<file path="src/rtl/assert_macros.svh">
// ----------------------------------------------------------------------------
// Assertion macros
// Concurrent assertion helpers, empty when SYNTHESIS is defined.
// ----------------------------------------------------------------------------
`ifndef ASSERT_MACROS_SVH
`define ASSERT_MACROS_SVH

`ifndef SYNTHESIS

`define ASSERT_IMPLIES(lbl, clk, rst_n, ante, cons) \
	lbl: assert property (@(posedge clk) disable iff (!rst_n) (ante) |-> (cons)) \
		else $error("assertion failed: same-cycle implication");

`define ASSERT_NEXT(lbl, clk, rst_n, ante, cons) \
	lbl: assert property (@(posedge clk) disable iff (!rst_n) (ante) |=> (cons)) \
		else $error("assertion failed: next-cycle implication");

`else

`define ASSERT_IMPLIES(lbl, clk, rst_n, ante, cons)

`define ASSERT_NEXT(lbl, clk, rst_n, ante, cons)

`endif

`endif

</file>
<file path="src/rtl/spi_pkg.sv">
// ----------------------------------------------------------------------------
// Segment pair intersection package
// Widths, beat types and stage types shared by the pipeline modules.
// ----------------------------------------------------------------------------
package spi_pkg;

	localparam int COORD_WIDTH        = 24;
	localparam int POSITION_FRAC_BITS = 16;
	localparam int MARGIN_BITS        = 16;
	localparam int OWNER_WIDTH        = 16;

	localparam int POS_WIDTH   = POSITION_FRAC_BITS + 1;
	localparam int DIFF_WIDTH  = COORD_WIDTH + 1;
	localparam int PROD_WIDTH  = 2 * COORD_WIDTH + 1;
	localparam int CROSS_WIDTH = 2 * COORD_WIDTH + 2;
	localparam int MAG_WIDTH   = CROSS_WIDTH - 1;
	localparam int QUOT_BITS   =
		(POSITION_FRAC_BITS > MARGIN_BITS) ? POSITION_FRAC_BITS : MARGIN_BITS;

	// s1..s3 front, s4..s5 normalize, one stage per quotient bit, one result stage
	localparam int FRONT_STAGES = 3;
	localparam int NORM_STAGES  = 2;
	localparam int NUM_STAGES   = FRONT_STAGES + NORM_STAGES + QUOT_BITS + 1;

	typedef struct packed {
		logic signed [COORD_WIDTH-1:0] first_start_x;
		logic signed [COORD_WIDTH-1:0] first_start_z;
		logic signed [COORD_WIDTH-1:0] first_end_x;
		logic signed [COORD_WIDTH-1:0] first_end_z;
		logic signed [COORD_WIDTH-1:0] second_start_x;
		logic signed [COORD_WIDTH-1:0] second_start_z;
		logic signed [COORD_WIDTH-1:0] second_end_x;
		logic signed [COORD_WIDTH-1:0] second_end_z;
		logic [OWNER_WIDTH-1:0]        first_owner;
		logic [OWNER_WIDTH-1:0]        second_owner;
	} req_t;

	typedef struct packed {
		logic                 crosses;
		logic [POS_WIDTH-1:0] first_position;
		logic [POS_WIDTH-1:0] second_position;
	} rsp_t;

	typedef struct packed {
		logic signed [DIFF_WIDTH-1:0] c0;
		logic signed [DIFF_WIDTH-1:0] c2;
		logic signed [DIFF_WIDTH-1:0] p0;
		logic signed [DIFF_WIDTH-1:0] p2;
		logic signed [DIFF_WIDTH-1:0] h0;
		logic signed [DIFF_WIDTH-1:0] h2;
		logic                         rej;
	} diff_t;

	typedef struct packed {
		logic signed [PROD_WIDTH-1:0] h2p0;
		logic signed [PROD_WIDTH-1:0] h0p2;
		logic signed [PROD_WIDTH-1:0] c2h0;
		logic signed [PROD_WIDTH-1:0] c0h2;
		logic signed [PROD_WIDTH-1:0] c2p0;
		logic signed [PROD_WIDTH-1:0] c0p2;
		logic                         rej;
	} prod_t;

	typedef struct packed {
		logic signed [CROSS_WIDTH-1:0] r;
		logic signed [CROSS_WIDTH-1:0] x;
		logic signed [CROSS_WIDTH-1:0] s;
		logic                          rej;
	} cross_t;

	typedef struct packed {
		logic signed [CROSS_WIDTH-1:0] n1;
		logic signed [CROSS_WIDTH-1:0] n2;
		logic [MAG_WIDTH-1:0]          den;
		logic                          rej;
	} norm_t;

	typedef struct packed {
		logic [MAG_WIDTH-1:0] den;
		logic [MAG_WIDTH-1:0] rem1;
		logic [MAG_WIDTH-1:0] rem2;
		logic [QUOT_BITS-1:0] q1;
		logic [QUOT_BITS-1:0] q2;
		logic                 neg1;
		logic                 neg2;
		logic                 ge1;
		logic                 ge2;
		logic                 eq1;
		logic                 eq2;
		logic                 rej;
	} div_t;

endpackage

</file>
<file path="src/rtl/spi_div_step.sv">
// ----------------------------------------------------------------------------
// Segment pair divider step
// One restoring division stage: one quotient bit for each segment.
// ----------------------------------------------------------------------------
module spi_div_step
	import spi_pkg::*;
(
	input  logic clk,
	input  logic en,
	input  div_t din,
	output div_t dout
);

	div_t stage_sn;

	logic [MAG_WIDTH:0] den_ext;
	logic [MAG_WIDTH:0] t1;
	logic [MAG_WIDTH:0] t2;
	logic               b1;
	logic               b2;

	assign den_ext = {1'b0, din.den};
	assign t1      = {din.rem1, 1'b0};
	assign t2      = {din.rem2, 1'b0};
	assign b1      = (t1 >= den_ext);
	assign b2      = (t2 >= den_ext);

	always_ff @(posedge clk) begin
		if (en) begin
			stage_sn      <= din;
			stage_sn.rem1 <= b1 ? MAG_WIDTH'(t1 - den_ext) : MAG_WIDTH'(t1);
			stage_sn.rem2 <= b2 ? MAG_WIDTH'(t2 - den_ext) : MAG_WIDTH'(t2);
			stage_sn.q1   <= {din.q1[QUOT_BITS-2:0], b1};
			stage_sn.q2   <= {din.q2[QUOT_BITS-2:0], b2};
		end
	end

	assign dout = stage_sn;

endmodule

</file>
<file path="config.mk">
export PLATFORM = sky130hd
export DESIGN_NAME = spi_div_step
export DESIGN_NICKNAME = d
export VERILOG_FILES = /design/src/rtl/assert_macros.svh /design/src/rtl/spi_pkg.sv /design/src/rtl/spi_div_step.sv
export SDC_FILE = /design/constraint.sdc
export NUM_CORES = 1
export LEC_CHECK = 0
export ABC_AREA = 1
export BUFFER_PORTS_ARGS = -buffer_cell sky130_fd_sc_hd__buf_2
export CORE_UTILIZATION = 51
export CTS_BUF_LIST = sky130_fd_sc_hd__clkbuf_16
export CTS_CLUSTER_DIAMETER = 30
export DETAILED_ROUTE_END_ITERATION = 6
export GPL_TIMING_DRIVEN = 0
export PLACE_DENSITY = 0.79
export SYNTH_ARGS = -nofsm -noshare
export SYNTH_HDL_FRONTEND = slang
export SYNTH_SLANG_ARGS = --single-unit
</file>
<file path="constraint.sdc">
create_clock -name clk -period 2.3 [get_ports clk]
set_clock_uncertainty 0.1 [all_clocks]
set_input_delay 0.46 -clock clk [delete_from_list [all_inputs] [get_ports clk]]
set_output_delay 0.46 -clock clk [all_outputs]
set_load 0.02 [all_outputs]
</file>
# Word level (Yosys, flattened, before mapping)
# Cells that the tools add are included.
# op_classes
magnitude_cmp,2
n_mux,2
addsub,2
# op_table
op,n
>= comparator 50 x 49 -> 1 bit,2
2-to-1 mux 49 bit,2
subtractor 49 bit,2
# word_totals
word_cells,20
inputBits,188
output_inout_bits,186
ff_bits,186

# Depth between registers and ports, before layout
# depth
depth_word,2
ltp_mapped,17
ltp_nobuf,16

# Worst setup path after synthesis
# No wires, ideal clock.
# synth_timing
kind,input port to flip-flop
start,in din[185] (netlist bit)
end,"reg stage_sn (netlist bit dout[116]), data pin"
setup_time_ps,253
required_ps,1947
path_slack_ps,-24
n_path_buf,2
cell_stages,11
arrival_time_ps,1971
path_cell_list,inv_1 > ha_1 > inv_2 > nor2_1 > inv_1 > nor4_4 > nand3_2 > buf_2 > buf_6 > nand4_1 > nand2_1
# synth_between
elab_chain_cells,2
# synth_lines
item,line,rtl
from (decl),spi_div_step.sv:10,"input div_t din,"
>= comparator 50 x 49 -> 1 bit,spi_div_step.sv:25,assign b1 = (t1 >= den_ext);
2-to-1 mux 49 bit,spi_div_step.sv:31,stage_sn.rem1 <= b1 ? MAG_WIDTH'(t1 - den_ext) : MAG_WIDTH'(t1);
to (signal assigned),spi_div_step.sv:30,stage_sn <= din;
to (decl),spi_div_step.sv:14,div_t stage_sn;
# No other way between the ends.
# A chain may end at the register's enable or synchronous reset.

# Worst setup path after layout
# layout_timing
start,in din[147] (netlist bit)
end,"reg stage_sn (netlist bit dout[85]), data pin"
# layout_between
elab_chain_cells,2
elab_cells_between_ends,3
classes_between,add/sub: 1; order compare: 1; mux: 1
# layout_lines
item,line,rtl
subtractor 49 bit / >= comparator 50 x 49 -> 1 bit (equally long branches),"spi_div_step.sv:32, spi_div_step.sv:26",
2-to-1 mux 49 bit *,spi_div_step.sv:32,stage_sn.rem2 <= b2 ? MAG_WIDTH'(t2 - den_ext) : MAG_WIDTH'(t2);
# Every way passes the cells marked *; elsewhere a longest branch is shown, timed or not.

==> results by group <==
Floorplan
  – Starting density of the core: 52.3%
  – Core Region: ~0.031 mm²
  – DIE HEIGHT: roughly 180 µm
  – Row cnt: 64
  – DIE AREA: around 0.032 mm²
  – # IOs: between 300 and 400
  – Die Width: 180 µm

CTS
  – CTS Sinks: between 150 and 200
  – H-tree depth: 4
  – Reg clk slew, reported paths: ~0.080 ns
  – Max clock buf depth: 2
  – TritonCTS clock tree: done
  – Clock root cell: clkbuf_16
  – Inserted Clock Buffers: 17

Yosys
  – Top-count cell post-synth: nand2_1
  – Mapped Area: 0.0162 mm²
  – Avg Cell Area, Syn: between 6 and 7 µm²
  – Syn nets: ~2800
  – Top FF cell, synth: edfxtp_1
  – Seq/Total Area, Yosys: approximately a third
  – Number of enable flip-flop cells after synthesis: approximately 190
  – Synth cell types: 33
  – Top-area cell type share of the netlist area: 34.5%
  – Synth Register Bits: between 150 and 200
  – Synth top area cells: edfxtp_1 35%, nand2_1 25%, inv_1 12%
  – Mapped Cells: 2494
  – Top cells by count, synth: 1080 x nand2_1, 529 x inv_1, 187 x nor2_1, 186 x edfxtp_1, 119 x nand4_1
  – Cell taking the most area after synthesis: edfxtp_1
  – Asr flop ratio synth: 0%
  – Synth warn: 0

Timing
  – Max Clk Rate: 406 MHz
  – Final setup vio count: 82
  – Tcrit/Tclk final: 107%
  – Worst Tran Pin Value: 0.664 ns
  – Relative slew slack: 55.8%
  – Final slew viol count: 0
  – RSZ-0062 raised after global routing: yes
  – Final setup margin: -0.162 ns
  – Fin. Hold Viols: 0
  – Crit path time final: ~2.5 ns

Worst setup path
  – Setup crit start kind: primary input
  – Critical-path maximum fanout: 10
  – WP data arrival: between 2 and 3 ns
  – Crit path capture type: flip-flop
  – WP data required: between 2 and 2.5 ns
  – Critical path class: primary input to flip-flop

Power
  – Tot Pwr: about 12 mW
  – Sw Ratio: between 30 and 40%
  – Lkg Pwr: roughly 11 nW
  – P_int: between 7 and 8 mW
  – Max VDD drop: just under 500 µV
  – Combinational Power Share: between 30 and 40%
  – Reg power frac: between 30% and 40%
  – Power density cells: 562 mW/mm²
  – Net Sw Power: around 4.7 mW
  – Clk pwr share: 24.7%

Global route
  – Vias in the first global route: ~17000
  – Initial antenna violation count: 2
  – Largest net degree at the start of global routing: ~130
  – Total GRT Usage: a little under two fifths
  – Remaining Overflow, GRT: 0
  – First-pass GRT wire length: roughly 93000 µm

Layout
  – Footprint of the multi-input gates: roughly 0.0098 mm²
  – Non-filler cells, final: about 3300
  – Max reg flops: 186
  – Reg area: roughly 0.0056 mm²
  – Syn-to-layout area delta: 31.4%
  – Share of cells above drive strength 1: about a quarter
  – Layout Nets: about 3200
  – Fill count: between 2000 and 3000

Route
  – Post-DRT Antenna Nets: 0
  – Routed wire length: ~63000 µm
  – Initial DRT Pass Iterations: 7
  – Residual DRC count: 9
  – Wirelength per Cell: 18.9 µm
  – Via count: around 18000
  – DR iter-0 viols: around 1900
  – Vias per inst: ~5.4

Place
  – DP Wirelength: a little over 50000 µm
  – Port bufs: about 370
  – Pre-CTS setup slack: -0.890 ns
  – Final RePlAce weighted congestion: around 1
  – Placed insts: about 3300

Worst hold path
  – Hold depth: 1
  – Tightest Hold Check Type: primary input to flip-flop

Job
  – Max Cap Viol: 0

Status
  – Failing checks: design-rule violations, negative setup slack
  – Status: finished, violations left
## metrics by stage
step	TNS, ns	cell area [µm²]	hold slack (ns)	util [%]
after floorplan	0	16200	0.459	-
after global placement	-371.81	18600	0.536	60.1
after detailed placement	-74.77	18600	0.538	60.3
after CTS	-0.0878	20600	0.0531	66.6
after global routing	-9.07	21300	0.0582	68.8
final	-3.88	21300	0.0615	68.8
## routing by layer
layer  GRT usage (%)  routed length [µm]
met1            46.3               24800
met2            65.8               30200
met3            4.39                4710
met4            19.4                3490
met5               0                   0
## layout make-up
class                      instances  share of cell area (%)
multi-input combinational       1733                    46.2
tap                              396                    2.33
timing repair buffer             415                    10.7
inverter                         534                    9.68
antenna                            2                  0.0235
buffer                            41                    2.01
clock inverter                    15                   0.748
sequential                       186                    26.3
clock buffer                      17                    2.00
## kinds of logic after synthesis
family / count (synthesis) / share of synthesized area (%)
and+or+nand+nor: 1520 / 38.8
buffers and inverters: 575 / 14.0
DFF: 186 / 34.5
adders and majority gates: 100 / 7.83
AOI/OAI and AO/OA: 63 / 2.13
xor gates and xnor gates: 50 / 2.71
## timing repair
action,4_1_cts,5_1_grt
hold buffers,0,0
setup buffers,29,12
pin swaps,35,22
setup endpoints to repair,100,99
gates cloned,0,2
resized for setup,207,150
## cells in the final DEF, fill, tap and decap left out, types with 48 or more instances in the layout
| cell | count |
|---|---|
| nand2_2 | 49 |
| a21oi_1 | 50 |
| nand3_1 | 74 |
| nand4_1 | 119 |
| buf_2 | 372 |
| nor2_1 | 139 |
| nand2_1 | 1027 |
| edfxtp_1 | 186 |
| xor2_1 | 48 |
| inv_1 | 495 |
| ha_4 | 70 |
## worst paths after layout
kind | start | endpoint | slack [ns]
setup / recovery | din[147] | dout[85] | -0.16
hold / removal | din[34] | dout[35] | 0.06
## power by group through the flow
| stage | clock network (mW) | logic, mW | registers [mW] |
|---|---|---|---|
| after detailed placement | 0 | 4.00 | 4.40 |
| after global placement | 0 | 3.94 | 4.41 |
| after global routing | 3.07 | 5.01 | 4.36 |
| final | 2.95 | 4.65 | 4.33 |
| after CTS | 2.96 | 4.34 | 4.33 |
| after floorplan | 0 | 2.02 | 4.92 |
## worst max-delay path: stages
cell     delay (ns)
buf_2          0.09
inv_1          0.17
ha_4           0.35
nand2_1        0.16
nor2_4         0.15
nand2_2        0.09
nor3_4         0.29
nand4_4        0.23
buf_12         0.21
buf_6          0.13
nand4_1        0.13
nand2_2        0.10
(Power assumes the default switching activity.)
