$ cat config.mk
export PLATFORM = sky130hd
export DESIGN_NAME = spi_norm
export DESIGN_NICKNAME = d
export VERILOG_FILES = /design/src/rtl/assert_macros.svh /design/src/rtl/spi_pkg.sv /design/src/rtl/spi_norm.sv
export SDC_FILE = /design/constraint.sdc
export NUM_CORES = 1
export LEC_CHECK = 0
export ABC_AREA = 0
export BUFFER_PORTS_ARGS = -buffer_cell sky130_fd_sc_hd__buf_2
export CORE_ASPECT_RATIO = 2
export CORE_UTILIZATION = 35
export CTS_CLUSTER_SIZE = 28
export DETAILED_ROUTE_END_ITERATION = 10
export PLACE_DENSITY_LB_ADDON = 0.25
export SETUP_SLACK_MARGIN = 0.4
export SYNTH_ARGS = -nofsm -noshare
export SYNTH_HDL_FRONTEND = slang
export SYNTH_SLANG_ARGS = --single-unit
$ cat constraint.sdc
create_clock -name clk -period 2.5 [get_ports clk]
set_clock_uncertainty 0.05 [all_clocks]
set_input_delay 0.125 -clock clk [delete_from_list [all_inputs] [get_ports clk]]
set_output_delay 0.125 -clock clk [all_outputs]
set_load 0.02 [all_outputs]
$ cat src/rtl/assert_macros.svh
// ----------------------------------------------------------------------------
// Assertion macros
// Concurrent assertion helpers, empty when SYNTHESIS is defined.
// ----------------------------------------------------------------------------
`ifndef ASSERT_MACROS_SVH
`define ASSERT_MACROS_SVH

`ifndef SYNTHESIS

`define ASSERT_IMPLIES(lbl, clk, rst_n, ante, cons) \
	lbl: assert property (@(posedge clk) disable iff (!rst_n) (ante) |-> (cons)) \
		else $error("assertion failed: same-cycle implication");

`define ASSERT_NEXT(lbl, clk, rst_n, ante, cons) \
	lbl: assert property (@(posedge clk) disable iff (!rst_n) (ante) |=> (cons)) \
		else $error("assertion failed: next-cycle implication");

`else

`define ASSERT_IMPLIES(lbl, clk, rst_n, ante, cons)

`define ASSERT_NEXT(lbl, clk, rst_n, ante, cons)

`endif

`endif

$ cat src/rtl/spi_pkg.sv
// ----------------------------------------------------------------------------
// Segment pair intersection package
// Widths, beat types and stage types shared by the pipeline modules.
// ----------------------------------------------------------------------------
package spi_pkg;

	localparam int COORD_WIDTH        = 24;
	localparam int POSITION_FRAC_BITS = 16;
	localparam int MARGIN_BITS        = 16;
	localparam int OWNER_WIDTH        = 16;

	localparam int POS_WIDTH   = POSITION_FRAC_BITS + 1;
	localparam int DIFF_WIDTH  = COORD_WIDTH + 1;
	localparam int PROD_WIDTH  = 2 * COORD_WIDTH + 1;
	localparam int CROSS_WIDTH = 2 * COORD_WIDTH + 2;
	localparam int MAG_WIDTH   = CROSS_WIDTH - 1;
	localparam int QUOT_BITS   =
		(POSITION_FRAC_BITS > MARGIN_BITS) ? POSITION_FRAC_BITS : MARGIN_BITS;

	// s1..s3 front, s4..s5 normalize, one stage per quotient bit, one result stage
	localparam int FRONT_STAGES = 3;
	localparam int NORM_STAGES  = 2;
	localparam int NUM_STAGES   = FRONT_STAGES + NORM_STAGES + QUOT_BITS + 1;

	typedef struct packed {
		logic signed [COORD_WIDTH-1:0] first_start_x;
		logic signed [COORD_WIDTH-1:0] first_start_z;
		logic signed [COORD_WIDTH-1:0] first_end_x;
		logic signed [COORD_WIDTH-1:0] first_end_z;
		logic signed [COORD_WIDTH-1:0] second_start_x;
		logic signed [COORD_WIDTH-1:0] second_start_z;
		logic signed [COORD_WIDTH-1:0] second_end_x;
		logic signed [COORD_WIDTH-1:0] second_end_z;
		logic [OWNER_WIDTH-1:0]        first_owner;
		logic [OWNER_WIDTH-1:0]        second_owner;
	} req_t;

	typedef struct packed {
		logic                 crosses;
		logic [POS_WIDTH-1:0] first_position;
		logic [POS_WIDTH-1:0] second_position;
	} rsp_t;

	typedef struct packed {
		logic signed [DIFF_WIDTH-1:0] c0;
		logic signed [DIFF_WIDTH-1:0] c2;
		logic signed [DIFF_WIDTH-1:0] p0;
		logic signed [DIFF_WIDTH-1:0] p2;
		logic signed [DIFF_WIDTH-1:0] h0;
		logic signed [DIFF_WIDTH-1:0] h2;
		logic                         rej;
	} diff_t;

	typedef struct packed {
		logic signed [PROD_WIDTH-1:0] h2p0;
		logic signed [PROD_WIDTH-1:0] h0p2;
		logic signed [PROD_WIDTH-1:0] c2h0;
		logic signed [PROD_WIDTH-1:0] c0h2;
		logic signed [PROD_WIDTH-1:0] c2p0;
		logic signed [PROD_WIDTH-1:0] c0p2;
		logic                         rej;
	} prod_t;

	typedef struct packed {
		logic signed [CROSS_WIDTH-1:0] r;
		logic signed [CROSS_WIDTH-1:0] x;
		logic signed [CROSS_WIDTH-1:0] s;
		logic                          rej;
	} cross_t;

	typedef struct packed {
		logic signed [CROSS_WIDTH-1:0] n1;
		logic signed [CROSS_WIDTH-1:0] n2;
		logic [MAG_WIDTH-1:0]          den;
		logic                          rej;
	} norm_t;

	typedef struct packed {
		logic [MAG_WIDTH-1:0] den;
		logic [MAG_WIDTH-1:0] rem1;
		logic [MAG_WIDTH-1:0] rem2;
		logic [QUOT_BITS-1:0] q1;
		logic [QUOT_BITS-1:0] q2;
		logic                 neg1;
		logic                 neg2;
		logic                 ge1;
		logic                 ge2;
		logic                 eq1;
		logic                 eq2;
		logic                 rej;
	} div_t;

endpackage

$ cat src/rtl/spi_norm.sv
// ----------------------------------------------------------------------------
// Segment pair normalize
// Sign fix to a positive denominator, then range flags and divider seed.
// ----------------------------------------------------------------------------
module spi_norm
	import spi_pkg::*;
(
	input  logic                   clk,
	input  logic [NORM_STAGES-1:0] en,
	input  cross_t                 xprod,
	output div_t                   seed
);

	norm_t norm_s4;
	div_t  seed_s5;

	logic                 s_neg;
	logic                 n1_neg;
	logic                 n2_neg;
	logic [MAG_WIDTH-1:0] n1_mag;
	logic [MAG_WIDTH-1:0] n2_mag;
	logic                 n1_ge;
	logic                 n2_ge;

	assign s_neg = xprod.s[CROSS_WIDTH-1];

	always_ff @(posedge clk) begin
		if (en[0]) begin
			norm_s4.n1  <= s_neg ? xprod.r : -xprod.r;
			norm_s4.n2  <= s_neg ? xprod.x : -xprod.x;
			norm_s4.den <= MAG_WIDTH'(s_neg ? -xprod.s : xprod.s);
			norm_s4.rej <= xprod.rej || (xprod.s == '0);
		end
	end

	assign n1_neg = norm_s4.n1[CROSS_WIDTH-1];
	assign n2_neg = norm_s4.n2[CROSS_WIDTH-1];
	assign n1_mag = MAG_WIDTH'(norm_s4.n1);
	assign n2_mag = MAG_WIDTH'(norm_s4.n2);
	assign n1_ge  = !n1_neg && (n1_mag >= norm_s4.den);
	assign n2_ge  = !n2_neg && (n2_mag >= norm_s4.den);

	always_ff @(posedge clk) begin
		if (en[1]) begin
			seed_s5.den  <= norm_s4.den;
			seed_s5.rem1 <= (n1_neg || n1_ge) ? '0 : n1_mag;
			seed_s5.rem2 <= (n2_neg || n2_ge) ? '0 : n2_mag;
			seed_s5.q1   <= '0;
			seed_s5.q2   <= '0;
			seed_s5.neg1 <= n1_neg;
			seed_s5.neg2 <= n2_neg;
			seed_s5.ge1  <= n1_ge;
			seed_s5.ge2  <= n2_ge;
			seed_s5.eq1  <= !n1_neg && (n1_mag == norm_s4.den);
			seed_s5.eq2  <= !n2_neg && (n2_mag == norm_s4.den);
			seed_s5.rej  <= norm_s4.rej;
		end
	end

	assign seed = seed_s5;

endmodule

======== Word level (Yosys, flattened, before mapping) ========
Index checks and enable logic that the tools add are counted.
storage, ports and cells
  memories kept ........................... 0
  latch bits .............................. 0
  ROM bits ................................ 0
  memory bits (writable) .................. 0
  bits in registers ....................... 304
cells by class
  div/mod/pow operators ................... 0
  shift operators ......................... 0
  $add $sub $neg .......................... 3
  eq/ne operators ......................... 2
  magnitude comparators ................... 2
  reduce and logical (&&, ||, !) cells .... 10
  muxes and demuxes ....................... 3
  multipliers ............................. 0
  bitwise gates (word level) .............. 0
operators by type and width
  kind                  number
  two-way mux 50 bit    2
  negation 50 bit       2
  equality test 49 bit  2
  >= comparator 49 bit  2
  logical NOT 50 bit    1
  two-way mux 49 bit    1
  negation 49 bit       1
  logical AND 1 bit     4
  logical OR 1 bit      3
  logical NOT 1 bit     2

======== Depth between registers and ports, before layout ========
  depth in word-level cells ............... 3
  depth in mapped cells ................... 9
  depth with buffers taken out ............ 8

======== Worst setup path after synthesis ========
No wires, ideal clock.
  path kind ............................... reg-to-reg
  from .................................... register norm_s4 (netlist bit n1_mag[27])
  to ...................................... register seed_s5 (netlist bit seed[128]), data pin
  library setup time ...................... 256 ps
  path slack .............................. 23 ps
  data arrival time ....................... 2,170 ps
  clock period less this slack ............ 2,477 ps
  cell stages (with the launch flop) ...... 9
  path through ............................ edfxtp_1 > ha_1 > nand4_1 > or3_1 > or4_1 > a31oi_1 > a211oi_1 > clkbuf_1 > and4b_1
on the way
  word-level cells in the longest chain between the ends .. 3
RTL lines
  element               RTL line        text
  start, declared       spi_norm.sv:14  norm_t norm_s4;
  >= comparator 49 bit  spi_norm.sv:40  assign n1_ge = !n1_neg && (n1_mag >= norm_s4.den);
  logical AND 1 bit     spi_norm.sv:40
  logical OR 1 bit      spi_norm.sv:46  seed_s5.rem1 <= (n1_neg || n1_ge) ? '0 : n1_mag;
  end, declared         spi_norm.sv:15  div_t seed_s5;
No other way between the ends.
A chain may end at the register's enable or synchronous reset.

======== Worst setup path after layout ========
  from .................................... register norm_s4[46] (netlist name)
  to ...................................... register seed_s5 (netlist bit seed[63]), data pin
on the way
  word-level cells in the longest chain between the ends .. 3
RTL lines
  element               RTL line        text
  >= comparator 49 bit  spi_norm.sv:41  assign n2_ge = !n2_neg && (n2_mag >= norm_s4.den);
  logical AND 1 bit     spi_norm.sv:41
  logical OR 1 bit      spi_norm.sv:47  seed_s5.rem2 <= (n2_neg || n2_ge) ? '0 : n2_mag;
No other way between the ends.

==> summary.md <==
| Metric | Value |
|---|---|
| FF+latch area | approximately 9000 µm² |
| WHS Endpoint | norm_s4[13] |
| Hold_sp | xprod[12] |
| Fillers | a little under 4000 |
| Initial antenna violation count | 2 |
| RSZ-0062 raised after global routing | yes |
| Routed wire length | approximately 58000 µm |
| Netlist cell types | 62 |
| Max-cap viol count | 0 |
| Bufs on Longest Clock Path | 3 |
| Tmin final | just under 3 ns |
| Number of buffers added on ports | roughly 300 |
| Hold depth | 3 |
| Std cell rows | 110 |
| GRT busiest layer | met2 |
| Final TNS setup | -31.89 ns |
| Vias in the first global route | about 14000 |
| Worst Hold Class | in -> reg |
| Synthesized cell area | approximately 16000 µm² |
| H-tree depth | 1 |
| Ys async rst share | 0% |
| Final hold vios | 0 |
| Global Route Usage Sum | between 20% and 30% |
| Slew margin rel. | roughly 58% |
| Largest fanout on the critical path | 7 |
| R2r startpoint | norm_s4[46] |
| Critical path class | reg -> reg |
| Chip width | between 150 and 200 µm |
| GR Overflow Total | 0 |
| Global routing usage on met3 | 2.99% |
| Element type at the critical path end | flip-flop |
| Sink Count | a little over 300 |
| Cell Area, Placed | 19700 µm² |
| Drt first pass iters | 7 |
| Worst Setup SP | norm_s4[46] |
| Initial drt markers | slightly below 600 |
| Clock-pin slew on the worst setup and hold paths | 0.07 ns |
| Multi-input gate area | between 6000 and 7000 µm² |
| R2R Setup Slk | -0.39 ns |
| Die ar. | between 40000 and 50000 µm² |
| Worst EP required | approximately 2.7 ns |
| Vias/cell | around 5.2 |
| Final WS setup | -0.387 ns |
| Wire per inst | between 20 and 25 µm |
| Synthesis warning total | 0 |
| Seq/Total Area, Yosys | between 50 and 60% |
| Maximum clock frequency | 346 MHz |
| Count of final setup violators | around 100 |
| Core Footprint | roughly 45000 µm² |
| DRT antenna net count | 0 |
| Maximum vdd drop | 0.518 mV |
| Worst Setup Start Kind | flip-flop |
| Io pins | 340 |
| Post-synth top flop | edfxtp_1 |
| Cell count after synthesis | 1303 |
| First-pass GRT wire length | 83300 µm |
| PD cells | between 600 and 700 nW/µm² |
| Share of cells above drive strength 1 | around 36% |
| Post-route cell area | 23700 µm² |
| Status | complete, but fails checks |
| Die Y-Extent | approximately 300 µm |
| Failing checks | negative setup slack |
| Pins Over Slew Limit | 0 |
| Pleak | 10.2 nW |
| Reg2reg end | seed[63] |
| Reg2reg path depth | 14 |
| Fin nets | about 2300 |
| Cts bufs inserted | 29 |
| EDFF count, synth | approximately 300 |
| CP arrival | 3.13 ns |
| CTS tree | yes |
| Routability congestion estimate | 0.929 |
| Final period utilization | 115% |
| HPWL Detailed | ~42000 µm |
| Worst-Skew Late Latency | between 0.5 and 0.6 ns |
| Initial Utilization | 35.5% |
| DRC viols | 0 |
| Synth-to-layout area growth | 48.4% |
| Slew @ Worst Pin | ~0.62 ns |
| FF+latch count, synth | between 300 and 400 |
| Syn_area_per_cell | 12.3 µm² |
| Clk root buf | clkbuf_16 |
| Met2 Usage GRT | a little under half |
| Total number of vias | 13314 |
| Met1 Usage GRT | between 20% and 30% |
| Largest net degree at the start of global routing | 93 |
[metrics by stage]
step / util [%] / cells / setup slack [ns] / hold slack [ns] / power [mW]
2_1_floorplan: - / 1334 / 0.0418 / 0.174 / 8.03
3_3_place_gp: 43.7 / 2319 / -0.552 / 0.349 / 9.48
3_5_place_dp: 43.7 / 2319 / -0.476 / 0.350 / 9.55
4_1_cts: 51.5 / 2560 / -0.308 / 0.000331 / 15.0
5_1_grt: 52.7 / 2579 / -0.436 / 0.0207 / 15.7
6_report: 52.7 / 2579 / -0.387 / 0.00793 / 15.1
[state kept, by name, summed over array words and instances, names as in the netlist]
register,flops
n1_mag,49
n1_neg,1
n2_mag,49
n2_neg,1
norm_s4,50
seed,154
[what timing repair did]
action / in CTS / in global routing
endpoints found under the hold margin: 160 / 0
resized for setup: 101 / 63
buffers inserted: 24 / 16
endpoints found under the setup margin: 102 / 149
pin swaps: 51 / 19
hold buffers: 155 / 0
cloned: 9 / 2
[worst max path at each step]
stage	to	slack [ns]	depth (start not counted)
2_1_floorplan	seed[128]	0.04	8
3_3_place_gp	seed[46]	-0.55	11
3_5_place_dp	seed[59]	-0.48	11
4_1_cts	seed[123]	-0.31	9
5_1_grt	seed[63]	-0.44	14
6_report	seed[63]	-0.39	14
[cell usage in the layout (no fill, tap or decap), types with 27 or more instances in the layout]
cell	count
edfxtp_1	304
buf_2	303
buf_4	198
dlygate4sd3_1	153
inv_1	112
ha_1	82
xor2_1	79
a21oi_1	77
nor2_1	75
xnor2_1	63
and4b_1	51
nor4_1	46
nand2_1	34
conb_1	32
clkbuf_16	31
buf_6	27
[power breakdown]
group | switching (mW) | internal (mW) | total [mW]
combinational | 2.03 | 1.81 | 3.84
sequential | 0.285 | 6.25 | 6.53
clock | 2.01 | 2.74 | 4.75
[layer usage]
layer  wire (µm)  vias up
met3        2800      150
li1            -     6198
met4        3710        2
met5          15        -
met1       19500     6462
met2       31700      502
[critical path, stage by stage (launching register included)]
cell      delay (ns)
edfxtp_1        0.39
inv_2           0.06
buf_6           0.12
ha_4            0.24
nand4_1         0.15
buf_6           0.18
nor4_4          0.34
buf_4           0.18
nand4_1         0.09
buf_6           0.15
o22ai_4         0.12
buf_6           0.15
buf_12          0.14
buf_12          0.15
nor4_1          0.07
[Yosys cell counts, types with 17 or more instances]
library cell	instances	area [µm²]
inv_1	127	477
ha_1	101	1260
xnor2_1	64	561
nor4_1	74	463
xor2_1	79	692
nor2_1	78	293
nand4_1	17	106
a21oi_1	82	410
clkbuf_1	41	154
buf_4	32	240
nand2_1	37	139
o21ai_0	17	85.1
and4b_1	51	510
nor3_1	23	115
edfxtp_1	304	9130
[kinds of logic after synthesis]
| family | after synthesis | share of synthesized area (%) |
|---|---|---|
| AND/OR/NAND/NOR | 360 | 14.0 |
| flip-flops | 304 | 57.1 |
| multiplexers | 2 | 0.141 |
| XOR/XNOR | 143 | 7.84 |
| buffers and inverters | 208 | 5.64 |
| other | 1 | 0.0235 |
| AO/OA/AOI/OAI | 184 | 7.35 |
| adder cells (fa/ha/maj) | 101 | 7.91 |
[final cells by class]
cell class              instances  share of cell area (%)
clock inverters                21                    1.08
multi-input cells             822                    29.1
clock buffers                  32                    3.11
repair buffers                712                    23.2
inverters                     127                    2.01
diodes                          1                  0.0105
flip-flops and latches        304                    38.5
well taps                     560                    2.95
Note: power is estimated with default switching activity, not from simulation.
