==> config.mk <==
export PLATFORM = sky130hd
export DESIGN_NAME = spi_result
export DESIGN_NICKNAME = d
export VERILOG_FILES = /design/src/rtl/assert_macros.svh /design/src/rtl/spi_pkg.sv /design/src/rtl/spi_result.sv
export SDC_FILE = /design/constraint.sdc
export NUM_CORES = 1
export LEC_CHECK = 0
export ABC_AREA = 1
export BUFFER_PORTS_ARGS = -buffer_cell sky130_fd_sc_hd__buf_2
export CORE_MARGIN = 1
export CORE_UTILIZATION = 40
export DETAILED_ROUTE_END_ITERATION = 16
export GPL_ROUTABILITY_DRIVEN = 0
export MAX_ROUTING_LAYER = met4
export PLACE_DENSITY = 0.88
export RECOVER_POWER = 100
export SLEW_MARGIN = 20
export SYNTH_ARGS = -nofsm -noshare
export SYNTH_HDL_FRONTEND = slang
export SYNTH_SLANG_ARGS = --single-unit
==> constraint.sdc <==
create_clock -name clk -period 2.5 [get_ports clk]
set_input_delay 0.125 -clock clk [delete_from_list [all_inputs] [get_ports clk]]
set_output_delay 0.125 -clock clk [all_outputs]
set_load 0.05 [all_outputs]
==> src/rtl/assert_macros.svh <==
// ----------------------------------------------------------------------------
// Assertion macros
// Concurrent assertion helpers, empty when SYNTHESIS is defined.
// ----------------------------------------------------------------------------
`ifndef ASSERT_MACROS_SVH
`define ASSERT_MACROS_SVH

`ifndef SYNTHESIS

`define ASSERT_IMPLIES(lbl, clk, rst_n, ante, cons) \
	lbl: assert property (@(posedge clk) disable iff (!rst_n) (ante) |-> (cons)) \
		else $error("assertion failed: same-cycle implication");

`define ASSERT_NEXT(lbl, clk, rst_n, ante, cons) \
	lbl: assert property (@(posedge clk) disable iff (!rst_n) (ante) |=> (cons)) \
		else $error("assertion failed: next-cycle implication");

`else

`define ASSERT_IMPLIES(lbl, clk, rst_n, ante, cons)

`define ASSERT_NEXT(lbl, clk, rst_n, ante, cons)

`endif

`endif

==> src/rtl/spi_pkg.sv <==
// ----------------------------------------------------------------------------
// Segment pair intersection package
// Widths, beat types and stage types shared by the pipeline modules.
// ----------------------------------------------------------------------------
package spi_pkg;

	localparam int COORD_WIDTH        = 24;
	localparam int POSITION_FRAC_BITS = 16;
	localparam int MARGIN_BITS        = 16;
	localparam int OWNER_WIDTH        = 16;

	localparam int POS_WIDTH   = POSITION_FRAC_BITS + 1;
	localparam int DIFF_WIDTH  = COORD_WIDTH + 1;
	localparam int PROD_WIDTH  = 2 * COORD_WIDTH + 1;
	localparam int CROSS_WIDTH = 2 * COORD_WIDTH + 2;
	localparam int MAG_WIDTH   = CROSS_WIDTH - 1;
	localparam int QUOT_BITS   =
		(POSITION_FRAC_BITS > MARGIN_BITS) ? POSITION_FRAC_BITS : MARGIN_BITS;

	// s1..s3 front, s4..s5 normalize, one stage per quotient bit, one result stage
	localparam int FRONT_STAGES = 3;
	localparam int NORM_STAGES  = 2;
	localparam int NUM_STAGES   = FRONT_STAGES + NORM_STAGES + QUOT_BITS + 1;

	typedef struct packed {
		logic signed [COORD_WIDTH-1:0] first_start_x;
		logic signed [COORD_WIDTH-1:0] first_start_z;
		logic signed [COORD_WIDTH-1:0] first_end_x;
		logic signed [COORD_WIDTH-1:0] first_end_z;
		logic signed [COORD_WIDTH-1:0] second_start_x;
		logic signed [COORD_WIDTH-1:0] second_start_z;
		logic signed [COORD_WIDTH-1:0] second_end_x;
		logic signed [COORD_WIDTH-1:0] second_end_z;
		logic [OWNER_WIDTH-1:0]        first_owner;
		logic [OWNER_WIDTH-1:0]        second_owner;
	} req_t;

	typedef struct packed {
		logic                 crosses;
		logic [POS_WIDTH-1:0] first_position;
		logic [POS_WIDTH-1:0] second_position;
	} rsp_t;

	typedef struct packed {
		logic signed [DIFF_WIDTH-1:0] c0;
		logic signed [DIFF_WIDTH-1:0] c2;
		logic signed [DIFF_WIDTH-1:0] p0;
		logic signed [DIFF_WIDTH-1:0] p2;
		logic signed [DIFF_WIDTH-1:0] h0;
		logic signed [DIFF_WIDTH-1:0] h2;
		logic                         rej;
	} diff_t;

	typedef struct packed {
		logic signed [PROD_WIDTH-1:0] h2p0;
		logic signed [PROD_WIDTH-1:0] h0p2;
		logic signed [PROD_WIDTH-1:0] c2h0;
		logic signed [PROD_WIDTH-1:0] c0h2;
		logic signed [PROD_WIDTH-1:0] c2p0;
		logic signed [PROD_WIDTH-1:0] c0p2;
		logic                         rej;
	} prod_t;

	typedef struct packed {
		logic signed [CROSS_WIDTH-1:0] r;
		logic signed [CROSS_WIDTH-1:0] x;
		logic signed [CROSS_WIDTH-1:0] s;
		logic                          rej;
	} cross_t;

	typedef struct packed {
		logic signed [CROSS_WIDTH-1:0] n1;
		logic signed [CROSS_WIDTH-1:0] n2;
		logic [MAG_WIDTH-1:0]          den;
		logic                          rej;
	} norm_t;

	typedef struct packed {
		logic [MAG_WIDTH-1:0] den;
		logic [MAG_WIDTH-1:0] rem1;
		logic [MAG_WIDTH-1:0] rem2;
		logic [QUOT_BITS-1:0] q1;
		logic [QUOT_BITS-1:0] q2;
		logic                 neg1;
		logic                 neg2;
		logic                 ge1;
		logic                 ge2;
		logic                 eq1;
		logic                 eq2;
		logic                 rej;
	} div_t;

endpackage

==> src/rtl/spi_result.sv <==
// ----------------------------------------------------------------------------
// Segment pair result stage
// Margin register, saturated positions and the exact margin test.
// ----------------------------------------------------------------------------
module spi_result
	import spi_pkg::*;
(
	input  logic                   clk,
	input  logic                   arst_n,
	input  logic                   cfg_we,
	input  logic [MARGIN_BITS-1:0] cfg_wdata,
	input  logic                   en,
	input  div_t                   din,
	output rsp_t                   rsp
);

	localparam logic [MARGIN_BITS:0] MARGIN_ONE = (MARGIN_BITS + 1)'(1 << MARGIN_BITS);
	localparam logic [POS_WIDTH-1:0] POS_ONE    = POS_WIDTH'(1 << POSITION_FRAC_BITS);

	logic [MARGIN_BITS-1:0] margin_q;
	rsp_t                   rsp_s1;

	logic [MARGIN_BITS:0] hi_lim;
	logic                 in1;
	logic                 in2;

	function automatic logic [POS_WIDTH-1:0] seg_position(
		input logic                 neg,
		input logic                 ge,
		input logic [QUOT_BITS-1:0] q
	);
		logic [POS_WIDTH-1:0] pos;
		if (neg) begin
			pos = '0;
		end else if (ge) begin
			pos = POS_ONE;
		end else begin
			pos = {1'b0, q[QUOT_BITS-1 -: POSITION_FRAC_BITS]};
		end
		return pos;
	endfunction

	function automatic logic seg_in_range(
		input logic                   neg,
		input logic                   ge,
		input logic                   eq,
		input logic [QUOT_BITS-1:0]   q,
		input logic [MAG_WIDTH-1:0]   rem,
		input logic [MARGIN_BITS-1:0] m,
		input logic [MARGIN_BITS:0]   lim
	);
		logic [MARGIN_BITS:0] qm;
		logic                 exact;
		logic                 low_ok;
		logic                 high_ok;
		qm      = {1'b0, q[QUOT_BITS-1 -: MARGIN_BITS]};
		exact   = ((q << MARGIN_BITS) == '0) && (rem == '0);
		low_ok  = ge || (qm >= {1'b0, m});
		high_ok = ge ? (eq && (m == '0)) : ((qm < lim) || ((qm == lim) && exact));
		return !neg && low_ok && high_ok;
	endfunction

	always_ff @(posedge clk or negedge arst_n) begin
		if (!arst_n) begin
			margin_q <= '0;
		end else if (cfg_we) begin
			margin_q <= cfg_wdata;
		end
	end

	assign hi_lim = MARGIN_ONE - {1'b0, margin_q};
	assign in1 = seg_in_range(din.neg1, din.ge1, din.eq1, din.q1, din.rem1, margin_q, hi_lim);
	assign in2 = seg_in_range(din.neg2, din.ge2, din.eq2, din.q2, din.rem2, margin_q, hi_lim);

	always_ff @(posedge clk) begin
		if (en) begin
			if (din.rej) begin
				rsp_s1 <= '0;
			end else begin
				rsp_s1.crosses         <= in1 && in2;
				rsp_s1.first_position  <= seg_position(din.neg1, din.ge1, din.q1);
				rsp_s1.second_position <= seg_position(din.neg2, din.ge2, din.q2);
			end
		end
	end

	assign rsp = rsp_s1;

endmodule

Word level (Yosys, flattened, before mapping)
Index checks and enable logic that the tools add are counted.
{ "op_classes": {"addsub": 1, "n_lt_le_gt_ge": 4, "n_eq_ne": 2, "mux": 4, "n_reduce_logical": 22} }
{ "ops": {"columns": ["op", "n"], "rows": [
  ["49-bit zero test", 2],
  ["16-bit by 17-bit equality test with 1-bit output", 2],
  ["16-bit by 17-bit less-than comparator with 1-bit output", 2],
  ["17-bit 2-to-1 mux", 2],
  ["16-bit greater-or-equal comparator", 2],
  ["17-bit by 16-bit subtractor with 17-bit output (first input constant)", 1],
  ["16-bit zero test", 1],
  ["1-bit logical AND", 9],
  ["3-bit OR reduction", 2],
  ["1-bit logical OR", 4],
  ["2-bit OR reduction", 2],
  ["1-bit zero test", 2],
  ["1-bit 2-to-1 mux", 2]
]} }
{ "word_totals": {"regBits": 51, "input_bits": 206, "output_inout_bits": 35, "elab_cells": 39} }

Depth between registers and ports, before layout
{ "depth": {"depth_word": 7, "mapped_depth": 24, "mapped_depth_nobuf": 24} }

Worst setup path before layout
Ideal clock, no wire load.
{ "synth_timing": {"kind": "register -> register", "from": "register margin_q[2]", "to": "register rsp_s1, in the netlist rsp[34], data pin", "setup_ns": 0.138, "arrival_time_ns": 2.519, "required_ns": 2.362, "setup_slack_ns": -0.157, "path_stages_with_launch": 23, "n_path_buf": 0, "period_less_slack_ns": 2.657, "cell_sequence": "dfrtp_1 inv_2 nand3_2 nor3_2 nand2_1 nor2_2 nand3_1 nor3_2 nand3_1 xor2_1 ha_1 nand4_1 nor2_1 nand4_1 nor2_1 nand3_1 nand2_1 inv_1 nand2_1 nand2_1 nand2_1 nand2_1 nor2_1"} }
{ "synth_via": {"elab_chain_cells": 7, "word_cells_on_any_way": 23, "classes_between": "add/sub (1); order compare (4); eq/ne (2); mux (2); reduce/logical (14)"} }
{ "synth_lines": {"columns": ["item", "line", "source"], "rows": [
  ["start: declaration", "spi_result.sv:20", "logic [MARGIN_BITS-1:0] margin_q;"],
  ["start signal: assignment", "spi_result.sv:67", "margin_q <= cfg_wdata;"],
  ["branches (longest 6 deep; another with 17-bit by 16-bit subtractor with 17-bit output)", null, null],
  ["1-bit logical AND *", "spi_result.sv:80", "rsp_s1.crosses <= in1 && in2;"],
  ["end: declaration", "spi_result.sv:21", "rsp_t rsp_s1;"]
]} }
Mark *: on every way between the ends.
A chain may end at the register's enable or synchronous reset.

Final worst setup path
{ "layout_timing": {"from": "register margin_q[1]", "to": "register rsp_s1, in the netlist rsp[34], data pin"} }
The elaborated chain is that of the path after synthesis.

==> results.json <==
{
  "outcome": "finished, violations left",
  "violations": "setup timing",
  "netlist_instances": 514,
  "antennaDiodeCount": 0,
  "fin_util": 0.556,
  "placedCellCount": 858,
  "final.setup.worst_slack_ns": -0.343,
  "die_area_um2": 10500,
  "power.internal_mw": 1.51,
  "max_slew_margin": 0.446,
  "path_class": "reg2reg",
  "h-tree-depth": 2,
  "initial_core_util": 0.412,
  "finalMaxSlewViolations": 0,
  "synth_top_area_frac": 0.261,
  "yosys-top-cells-count": "nand2_1, nor2_1, inv_1",
  "synth.cell_area_um2": 4030,
  "p_leak_nw": 2.89,
  "synth.avg_cell_area_um2": 7.83,
  "antenna_found_initial": 0,
  "core_um2": 9770,
  "finalSetupTns_ns": -0.343,
  "grt_pass1_wl_um": 17400,
  "ys_top_cells_by_area": "edfxtp_1, ha_1, dfrtp_1, nand2_1, nor2_1",
  "ir_drop_v": 0.000212,
  "routedWlPerCell_um": 13.1,
  "pin_count": 241,
  "finalPower_mw": 2.37,
  "crit_required_ns": 2.56,
  "r2r_start": "margin_q[1]",
  "setup_viol": 1,
  "pwr_density_cell_nw_per_um2": 436,
  "max_freq_ghz": 0.352,
  "num_vias": 4267,
  "numClockSinks": 51,
  "pre_cts_ws_ns": -0.363,
  "worst_path_max_delay_cell": "dfrtp_1",
  "ys_seq_area_frac": 0.361,
  "synth-edff-count": 35,
  "whs_endpoint": "margin_q[1]",
  "port_buffers": 191,
  "post-route-period-util": 1.14,
  "hp-class": "in2reg",
  "fin_area_um2": 5440,
  "layout.cells.non_filler": 867,
  "cp_slowest_stage_delay_ns": 0.38,
  "dr.first_iter.drc_count": 177,
  "grtUsageMet3": 0.0321,
  "reg2reg_setup_slack_ns": -0.34,
  "grt_use_met2": 0.402,
  "synth_top_area_cell": "edfxtp_1",
  "dieHeight_um": 102,
  "area.growth.synth_to_final_pct": 35.1,
  "crit_arrival_ns": 2.90,
  "cpMostUsedCell": "nand2_1",
  "dr.pass1.iters": 4,
  "grt_max_degree": 36,
  "synth_cell_types": 25,
  "overflow": 0,
  "synthFlopType": "edfxtp_1",
  "globalRouteMet1Util": 0.252,
  "viasPerCell": 4.92,
  "first_global_vias": 3981,
  "period_needed_ns": 2.84,
  "p_clk_frac": 0.197,
  "drt_wl_total_um": 11400,
  "whs_ns": 0.0265,
  "path_clk_slew_ns": 0.09,
  "drv_cap": 0,
  "clock_latency_ns": 0.30,
  "clk_path_buf_depth": 2,
  "r2r-end": "rsp[34]",
  "post_cts_buffers": 0,
  "cp-start-kind": "flop",
  "synthMostInstantiatedCell": "nand2_1",
  "dpl.hpwl_um": 9690,
  "placed_area_um2": 5320,
  "die_x_um": 102,
  "combPwrFrac": 0.384,
  "synthArstFlopShare": 0.314,
  "path_max_fanout": 4,
  "swShare": 0.362,
  "drcViolationCount": 0,
  "synth_warnings": 0,
  "cp-end-kind": "flop",
  "hp-start": "cfg_wdata[1]",
  "rows": 36,
  "p_switching_uw": 857,
  "drive_gt1_frac": 0.326,
  "grt-busiest-layer": "met2",
  "worst-slew-pin-transition_ns": 0.830,
  "rsz0062_at_grt": "yes",
  "seq_power_share": 0.419,
  "hold_path_depth": 3,
  "tritoncts": "yes",
  "finalHoldViolCount": 0,
  "syn-num-nets": 781,
  "fillCellCount": 907,
  "nets": 1000,
  "grt_usage": 0.226,
  "cts_made_buffers": 5,
  "cts-root-buf": "clkbuf_8",
  "fin_worst_skew_ns": 0.00544,
  "ant_nets": 0,
  "cp_cell_sequence": "inv_2 > ha_1 > nand3_2 > nor2_2 > nand2_2 > xor2_1 > ha_1 > nand2_1 > nor2_1 > nand3_1 > nand3_1 > nand2_1 > nand3_1 > nand2_1 > nand2_1 > nand2_1 > nand2_1 > nand2_1 > nand2_1 > nand2_1 > nand2_1 > nor2_1",
  "ys_ff_latch": 51,
  "reg2regPathDepth": 22
}
[sequential cells by signal, indices dropped and copies added, names as in the netlist]
register  flops
margin_q     16
rsp          35
[worst max-delay path: cells and delay by family (launching register included)]
kind,cells,cell delay (ns)
buffers and inverters,1,0.10
DFF,1,0.38
adders and majority gates,2,0.52
and+or+nand+nor,18,1.41
xor gates and xnor gates,1,0.19
[cells in the final DEF, fill, tap and decap left out, drive strengths merged]
| cell | n |
|---|---|
| inv | 76 |
| nand4 | 12 |
| nor4 | 14 |
| dlygate4sd3 | 1 |
| and3 | 1 |
| ha | 61 |
| a21o | 3 |
| o211ai | 2 |
| edfxtp | 35 |
| a22o | 1 |
| o21ai | 25 |
| clkinv | 1 |
| nand2 | 99 |
| nor3 | 7 |
| buf | 214 |
| nor2 | 93 |
| clkbuf | 9 |
| nand3 | 27 |
| xor2 | 10 |
| a21oi | 27 |
| dfrtp | 16 |
[worst max path at each step]
stage                           start  endpoint  slack, ns  depth (start not counted)
final                     margin_q[1]   rsp[34]      -0.34                         22
after global routing      margin_q[0]   rsp[34]      -0.69                         22
after CTS                 margin_q[0]   rsp[34]      -0.39                         22
after detailed placement  margin_q[0]   rsp[34]      -0.36                         24
after global placement    margin_q[0]   rsp[34]      -0.24                         22
after floorplan           margin_q[2]   rsp[34]      -0.16                         22
[routing by layer]
metal	part of all wire	up-vias
li1	-	2159
met1	0.41	1882
met2	0.49	204
met3	0.071	22
met4	0.030	0
met5	0	-
[layout make-up]
cell class | instances | area, µm² | area share
timing repair buffer | 217 | 1150 | 0.212
multi-input combinational | 382 | 2300 | 0.423
inverter | 76 | 285 | 0.0525
sequential | 51 | 1450 | 0.267
tap | 133 | 166 | 0.0306
clock buffer | 7 | 76.3 | 0.0140
clock inverter | 1 | 5.00 | 0.000921
[repair_timing]
item	in CTS	in global routing
setup endpoints to repair	1	1
hold endpoints to repair	16	0
pin swaps	1	1
hold buffers	1	0
gates resized for setup	5	3
[power by group through the flow]
stage                     Sequential, mW  Combinational (mW)  Clock [mW]
final                              0.993               0.911       0.467
after global routing                1.00                1.03       0.512
after CTS                          0.993               0.903       0.482
after detailed placement            1.01               0.893           0
after global placement              1.01               0.870           0
after floorplan                     1.15               0.396           0
[kinds of logic (layout without fill, tap and decap cells)]
logic type | after synthesis | after routing | synth area share
buffers and inverters | 81 | 301 | 0.0755
flip-flops | 51 | 51 | 0.361
adder cells (fa/ha/maj) | 61 | 61 | 0.190
AO/OA/AOI/OAI | 58 | 58 | 0.0762
AND/OR/NAND/NOR | 253 | 253 | 0.276
XOR/XNOR | 10 | 10 | 0.0218
(Power assumes the default switching activity.)
